`config.mk`:
```
export PLATFORM = sky130hd
export DESIGN_NAME = frequency_to_midi_note
export DESIGN_NICKNAME = d
export VERILOG_FILES = /design/src/rtl/fmn_pkg.sv /design/src/rtl/fmn_qmul.sv /design/src/rtl/frequency_to_midi_note.sv
export SDC_FILE = /design/constraint.sdc
export NUM_CORES = 2
export LEC_CHECK = 0
export BUFFER_PORTS_ARGS = -buffer_cell sky130_fd_sc_hd__buf_2
export CAP_MARGIN = 15
export CORE_MARGIN = 4
export CORE_UTILIZATION = 45
export CTS_CLUSTER_DIAMETER = 50
export DETAILED_ROUTE_END_ITERATION = 10
export PLACE_DENSITY_LB_ADDON = 0.15
export RECOVER_POWER = 25
export SYNTH_ARGS = -nofsm -noshare
export SYNTH_HDL_FRONTEND = slang
export SYNTH_SLANG_ARGS = --single-unit
export TNS_END_PERCENT = 1
```
`constraint.sdc`:
```
create_clock -name clk -period 22.9 [get_ports clk]
set_clock_uncertainty 0.15 [all_clocks]
set_input_delay 1.145 -clock clk [delete_from_list [all_inputs] [get_ports clk]]
set_output_delay 1.145 -clock clk [all_outputs]
set_load 0.03 [all_outputs]
```
`src/rtl/fmn_pkg.sv`:
```
// Package for the frequency to note converter.
// Holds ratio codes and constants, sequencer states and register indexes.
// No dependencies.
package fmn_pkg;

  localparam int unsigned Q_BITS  = 24;
  localparam int unsigned K_W     = 25;

  localparam logic [K_W-1:0] K_SEMI_UP = 25'd17774841;
  localparam logic [K_W-1:0] K_SEMI_DN = 25'd15835583;
  localparam logic [K_W-1:0] K_CENT_UP = 25'd16786910;
  localparam logic [K_W-1:0] K_CENT_DN = 25'd16767528;

  localparam logic signed [8:0] SEMI_LIMIT = 9'sd128;
  localparam logic [6:0]        CENT_LIMIT = 7'd120;
  localparam logic [6:0]        CENT_HALF  = 7'd50;

  localparam logic [8:0] REF_FREQ_RST = 9'd440;
  localparam logic [6:0] REF_NOTE_RST = 7'd57;
  localparam logic [6:0] NOTE_MAX     = 7'd127;

  typedef enum logic [1:0] {
    RATIO_SEMI_UP,
    RATIO_SEMI_DN,
    RATIO_CENT_UP,
    RATIO_CENT_DN
  } ratio_t;

  typedef enum logic {
    CFG_REF_FREQ,
    CFG_REF_NOTE
  } cfg_reg_t;

  typedef enum logic [2:0] {
    ST_IDLE,
    ST_SEMI_MUL,
    ST_SEMI_WAIT,
    ST_CENT_MUL,
    ST_CENT_WAIT,
    ST_ROUND,
    ST_DONE
  } state_t;

  function automatic logic [K_W-1:0] ratio_k(input ratio_t r);
    logic [K_W-1:0] k;
    case (r)
      RATIO_SEMI_UP: k = K_SEMI_UP;
      RATIO_SEMI_DN: k = K_SEMI_DN;
      RATIO_CENT_UP: k = K_CENT_UP;
      RATIO_CENT_DN: k = K_CENT_DN;
      default:       k = K_SEMI_UP;
    endcase
    return k;
  endfunction

endpackage

```
`src/rtl/fmn_qmul.sv`:
```
// Shared Q.24 ratio multiplier with round to nearest.
// One 24x25 multiplier serves the low half, then the high half of f.
// Depends on fmn_pkg.
module fmn_qmul #(
  parameter int unsigned FW = 40
) (
  input  logic              clk,
  input  logic              rst_n,
  input  logic              go,
  input  fmn_pkg::ratio_t   ratio,
  input  logic [FW-1:0]     f,
  output logic              done,
  output logic [FW-1:0]     p
);
  import fmn_pkg::*;

  localparam int unsigned PW = Q_BITS + K_W;

  logic              hi_r, hi_nxt;
  logic              done_r, done_nxt;
  logic [K_W-1:0]    acc_r, acc_nxt;
  logic [FW-1:0]     p_r, p_nxt;
  logic [Q_BITS-1:0] op;
  logic [K_W-1:0]    k;
  logic [PW-1:0]     prod;
  logic [PW-1:0]     prod_rnd;

  always_comb begin
    k        = ratio_k(ratio);
    op       = hi_r ? Q_BITS'(f[FW-1:Q_BITS]) : f[Q_BITS-1:0];
    prod     = PW'(op) * PW'(k);
    prod_rnd = prod + (PW'(1) << (Q_BITS - 1));
    acc_nxt  = prod_rnd[PW-1:Q_BITS];
    p_nxt    = hi_r ? (prod[FW-1:0] + FW'(acc_r)) : p_r;
    hi_nxt   = hi_r ? 1'b0 : go;
    done_nxt = hi_r;
  end

  always_ff @(posedge clk) begin
    if (!rst_n) begin
      hi_r   <= 1'b0;
      done_r <= 1'b0;
    end else begin
      hi_r   <= hi_nxt;
      done_r <= done_nxt;
    end
    acc_r <= acc_nxt;
    p_r   <= p_nxt;
  end

  assign done = done_r;
  assign p    = p_r;

endmodule

```
`src/rtl/frequency_to_midi_note.sv`:
```
// Frequency to note number converter, top level with the step sequencer.
// Depends on fmn_pkg and fmn_qmul.
//
// An item is taken when start is high and busy is low; busy then stays high
// until the result is issued. Each multiplication by a semitone or cent ratio
// goes through one shared multiplier, followed by the compare. The result
// shows on out_note and out_saturated for one cycle with out_valid, in the
// same cycle that busy drops, and cannot be held off: take it when out_valid
// is high.
module frequency_to_midi_note #(
  parameter int unsigned INPUT_FRAC_BITS = 8
) (
  input  logic        clk,
  input  logic        rst_n,
  input  logic        start,
  output logic        busy,
  input  logic [22:0] in_frequency,
  output logic        out_valid,
  output logic [6:0]  out_note,
  output logic        out_saturated,
  input  logic        cfg_we,
  input  logic        cfg_index,
  input  logic [8:0]  cfg_data
);
  import fmn_pkg::*;

  localparam int unsigned SHIFT = Q_BITS - INPUT_FRAC_BITS;
  localparam int unsigned XW    = 23 + SHIFT;
  localparam int unsigned F0W   = 9 + Q_BITS;
  localparam int unsigned FW    = ((XW > F0W) ? XW : F0W) + 1;

  state_t state_r, state_nxt;

  logic [8:0]        ref_freq_r;
  logic [6:0]        ref_note_r;
  logic [FW-1:0]     x_r, x_nxt;
  logic [FW-1:0]     f_r, f_nxt;
  logic              up_r, up_nxt;
  logic              zero_r, zero_nxt;
  logic signed [8:0] semis_r, semis_nxt;
  logic [6:0]        cents_r, cents_nxt;
  logic              out_valid_r, out_valid_nxt;
  logic [6:0]        out_note_r, out_note_nxt;
  logic              out_sat_r, out_sat_nxt;

  logic [FW-1:0]     x_in;
  logic [FW-1:0]     f_in;
  logic              mul_go;
  logic              mul_done;
  ratio_t            mul_ratio;
  logic [FW-1:0]     p;
  logic              semi_take;
  logic              semi_at_lim;
  logic              cent_take;
  logic signed [FW:0] d_a;
  logic signed [FW:0] d_b;
  logic              bump;
  logic [6:0]        cents_fin;
  logic signed [9:0] note_sum;

  assign x_in = FW'({in_frequency, {SHIFT{1'b0}}});
  assign f_in = FW'({ref_freq_r, {Q_BITS{1'b0}}});

  fmn_qmul #(
    .FW(FW)
  ) u_qmul (
    .clk  (clk),
    .rst_n(rst_n),
    .go   (mul_go),
    .ratio(mul_ratio),
    .f    (f_r),
    .done (mul_done),
    .p    (p)
  );

  always_comb begin
    semi_at_lim = up_r ? (semis_r == SEMI_LIMIT) : (semis_r == -SEMI_LIMIT);
    semi_take   = !semi_at_lim && (up_r ? (x_r >= p) : (x_r <= p));
    cent_take   = (cents_r != CENT_LIMIT) && (up_r ? (x_r > p) : (x_r < p));
    d_a  = up_r ? ($signed({1'b0, p}) - $signed({1'b0, x_r}))
                : ($signed({1'b0, x_r}) - $signed({1'b0, p}));
    d_b  = up_r ? ($signed({1'b0, x_r}) - $signed({1'b0, f_r}))
                : ($signed({1'b0, f_r}) - $signed({1'b0, x_r}));
    bump = d_a < d_b;
    cents_fin = cents_r + {6'd0, bump};
    note_sum  = $signed({3'b000, ref_note_r}) + $signed({semis_r[8], semis_r});
  end

  always_comb begin
    state_nxt = state_r;
    case (state_r)
      ST_IDLE: begin
        if (start) begin
          state_nxt = (x_in == '0) ? ST_DONE : ST_SEMI_MUL;
        end
      end
      ST_SEMI_MUL:  state_nxt = ST_SEMI_WAIT;
      ST_SEMI_WAIT: begin
        if (mul_done) begin
          if (semi_take) begin
            state_nxt = ST_SEMI_MUL;
          end else if (semi_at_lim) begin
            state_nxt = ST_DONE;
          end else begin
            state_nxt = ST_CENT_MUL;
          end
        end
      end
      ST_CENT_MUL:  state_nxt = ST_CENT_WAIT;
      ST_CENT_WAIT: begin
        if (mul_done) begin
          state_nxt = cent_take ? ST_CENT_MUL : ST_ROUND;
        end
      end
      ST_ROUND:     state_nxt = ST_DONE;
      ST_DONE:      state_nxt = ST_IDLE;
      default:      state_nxt = ST_IDLE;
    endcase
  end

  always_comb begin
    mul_go = (state_r == ST_SEMI_MUL) || (state_r == ST_CENT_MUL);
    if ((state_r == ST_CENT_MUL) || (state_r == ST_CENT_WAIT)) begin
      mul_ratio = up_r ? RATIO_CENT_UP : RATIO_CENT_DN;
    end else begin
      mul_ratio = up_r ? RATIO_SEMI_UP : RATIO_SEMI_DN;
    end
    busy = (state_r != ST_IDLE);
  end

  always_comb begin
    x_nxt         = x_r;
    f_nxt         = f_r;
    up_nxt        = up_r;
    zero_nxt      = zero_r;
    semis_nxt     = semis_r;
    cents_nxt     = cents_r;
    out_valid_nxt = 1'b0;
    out_note_nxt  = out_note_r;
    out_sat_nxt   = out_sat_r;
    case (state_r)
      ST_IDLE: begin
        if (start) begin
          x_nxt     = x_in;
          f_nxt     = f_in;
          up_nxt    = (x_in >= f_in);
          zero_nxt  = (x_in == '0);
          semis_nxt = '0;
          cents_nxt = '0;
        end
      end
      ST_SEMI_WAIT: begin
        if (mul_done && semi_take) begin
          f_nxt     = p;
          semis_nxt = up_r ? (semis_r + 9'sd1) : (semis_r - 9'sd1);
        end
      end
      ST_CENT_WAIT: begin
        if (mul_done && cent_take) begin
          f_nxt     = p;
          cents_nxt = cents_r + 7'd1;
        end
      end
      ST_ROUND: begin
        if (up_r && (cents_fin > CENT_HALF)) begin
          semis_nxt = semis_r + 9'sd1;
        end else if (!up_r && (cents_fin >= CENT_HALF)) begin
          semis_nxt = semis_r - 9'sd1;
        end
      end
      ST_DONE: begin
        out_valid_nxt = 1'b1;
        if (zero_r) begin
          out_note_nxt = '0;
          out_sat_nxt  = 1'b1;
        end else if (note_sum < 10'sd0) begin
          out_note_nxt = '0;
          out_sat_nxt  = 1'b1;
        end else if (note_sum > $signed({3'b000, NOTE_MAX})) begin
          out_note_nxt = NOTE_MAX;
          out_sat_nxt  = 1'b1;
        end else begin
          out_note_nxt = note_sum[6:0];
          out_sat_nxt  = 1'b0;
        end
      end
      default: begin
      end
    endcase
  end

  always_ff @(posedge clk) begin
    if (!rst_n) begin
      state_r     <= ST_IDLE;
      out_valid_r <= 1'b0;
      ref_freq_r  <= REF_FREQ_RST;
      ref_note_r  <= REF_NOTE_RST;
    end else begin
      state_r     <= state_nxt;
      out_valid_r <= out_valid_nxt;
      if (cfg_we) begin
        case (cfg_reg_t'(cfg_index))
          CFG_REF_FREQ: ref_freq_r <= cfg_data;
          CFG_REF_NOTE: ref_note_r <= cfg_data[6:0];
          default: begin
          end
        endcase
      end
    end
    x_r        <= x_nxt;
    f_r        <= f_nxt;
    up_r       <= up_nxt;
    zero_r     <= zero_nxt;
    semis_r    <= semis_nxt;
    cents_r    <= cents_nxt;
    out_note_r <= out_note_nxt;
    out_sat_r  <= out_sat_nxt;
  end

  assign out_valid     = out_valid_r;
  assign out_note      = out_note_r;
  assign out_saturated = out_sat_r;

endmodule
```
==> out/qor.yml <==
status:
  status: "complete, but fails checks"
  violations: "max-capacitance violations, max-slew violations"
synthesis:
  yosysTopAreaCell: "fa_1"
  avgSynthCellArea_um2: 9.04
  mappedNetlistArea_um2: 33200
  synth-edff-count: 129
  synth_top_area_share_pct: 30.0
  yosysSeqAreaShare_pct: 14.5
  synth.area.top_cells: "fa_1, ha_1, edfxtp_1"
  synth_ff_type: "edfxtp_1"
  synthArstFlopShare_pct: 0
  yosys_warnings: 0
  netlist_instances: 3670
  synth_nets: 4568
  synth_seq_cells: 176
  netlist-cell-type-count: 95
worst_setup_path:
  crit_path_max_fanout: 55
  cp_slowest_cell: "clkbuf_1"
  cpPeakStageDelay_ps: 2330
  cp-start-kind: "flip-flop"
  cp.arrival_ps: 12950
  critical_path.top_delay_family: "adder cells"
  cp.required_ps: 22960
  path_buf_inv: 7
  critPathCaptureType: "flip-flop"
  worstSetupPathType: "flip-flop to flip-flop"
cts:
  cts_tree: "built"
  clk_latency_ps: 470
  clkTransAtPathRegs_ps: 80
  cts_resized: 0
  cts_setup_buffers: 0
  clock-sinks: 176
  clockBufferDepth: 2
  postCtsHoldBufs: 0
  cts_buffers: 17
  htree_levels: 4
  root_buffer: "clkbuf_16"
final_layout:
  drive_gt1_share_pct: 4.83
  utilization_pct: 47.9
  area_delta_synth_final_pct: 5.23
  final_nets: 4549
  antenna_cells: 0
  layout_common_cells: "inv_1, fa_1, ha_1"
  final_common_cell: "inv_1"
route:
  drtIter0Drc: 2198
  wirelength_um: 98800
  ant_nets: 0
  wl_per_cell_um: 21.4
  vias: 25300
  drc: 0
  via_per_inst: 5.47
  firstDrtPassIters: 8
die:
  rows: 99
  core_um2: 73000
  die_width_um: 280
  die_area_um2: 78100
  start_util_pct: 45.5
  fp.dieH_um: 280
  ios: 47
timing:
  tightest_slew_ps: 3250
  finalSetupViolCount: 0
  setup_tns_ps: 0
  setup_ws_ps: 10010
  fin_crit_ps: 12890
  rsz0062_at_grt: "false"
  min_period_over_period_pct: 56.3
  max_freq_mhz: 77.6
  finalHoldViolCount: 0
  drv_slew: 56
  relSlewSlack_pct: -117
place:
  gp_congestion: 0.946
  dpl_worst_slack_ps: 11640
  dp_hpwl_um: 85200
  numPortBuffers: 46
min_path:
  hold_class: "flip-flop to flip-flop"
grt:
  grt_remaining_overflow: 0
  track_usage_pct: 25.7
  grt_pass1_vias: 25300
  grt_max_degree: 70
  antenna_found_initial: 1
  grt_pass1_wl_um: 153000
job:
  drv_cap: 1
-- cell type report --
cell class / instances / area (um2)
repair buffers: 73 / 397
flip-flops and latches: 176 / 4810
well taps: 959 / 1200
clock buffers: 17 / 425
fillers: 7065 / 38000
multi-input cells: 2626 / 25100
inverters: 757 / 2840
clock inverters: 15 / 165
-- tightest hold or removal path, stage by stage (launching register included) --
cell	delay, ps
dfxtp_1	320
nand2_1	50
a21oi_1	50
-- layer usage --
| metal | track usage (%) | routed length [um] |
|---|---|---|
| met1 | 39.6 | 47200 |
| met2 | 38.6 | 42900 |
| met3 | 3.79 | 6700 |
| met4 | 4.88 | 2000 |
| met5 | 0 | 13 |
-- stage by stage --
step                hold slack (ps)  instances  area, um2
finish                          315       4623      34900
global route                    352       4623      34900
CTS                             320       4622      34900
detailed placement              306       4590      34400
global placement                302       4590      34400
floorplan                       291       3670      33200
-- cell usage after synthesis, drive strengths merged (15+ instances only) --
| cell | instances |
|---|---|
| nor4 | 15 |
| clkbuf | 83 |
| nand2b | 49 |
| a21o | 111 |
| nand4 | 36 |
| edfxtp | 129 |
| nor3 | 41 |
| fa | 497 |
| or2 | 59 |
| nor2 | 275 |
| nand3 | 50 |
| nand2 | 228 |
| ha | 364 |
| o21ai | 125 |
| dfxtp | 47 |
| a31oi | 16 |
| a21oi | 207 |
| xnor2 | 124 |
| buf | 28 |
| o21bai | 27 |
| or3 | 16 |
| nor2b | 44 |
| inv | 755 |
| xor2 | 78 |
| mux2i | 29 |
| o21a | 23 |
| a211oi | 18 |
| o211ai | 27 |
-- state kept, by name, summed over array words and instances (netlist names) --
name / count
u_qmul.acc_r: 25
u_qmul.done: 1
state_r: 3
ref_note_r: 7
semis_r: 9
x_r: 23
cents_r: 7
ref_freq_r: 9
out_note: 7
out_saturated: 1
f_r: 40
out_valid: 1
u_qmul.p: 40
u_qmul.done_nxt: 1
zero_r: 1
up_r: 1
-- cell families after synthesis --
family,share of synthesized area [%]
AO/OA/AOI/OAI,12.7
XOR/XNOR,5.36
adder cells (fa/ha/maj),43.7
buffers and inverters,9.98
flip-flops,14.5
multiplexers,0.977
AND/OR/NAND/NOR,12.8
-- final timing paths --
kind | cells past startpoint | slack [ps] | startpoint | end
max | 35 | 10010 | u_qmul.done_nxt | u_qmul.p[38]
min | 2 | 310 | ref_note_r[2] | ref_note_r[2]
max reg2reg | 35 | 10010 | u_qmul.done_nxt | u_qmul.p[38]
min reg2reg | 2 | 310 | ref_note_r[2] | ref_note_r[2]
Power is left out: the tool's default activity adds up to more than one toggle a clock period on the data nets, which glitch-free logic cannot reach.
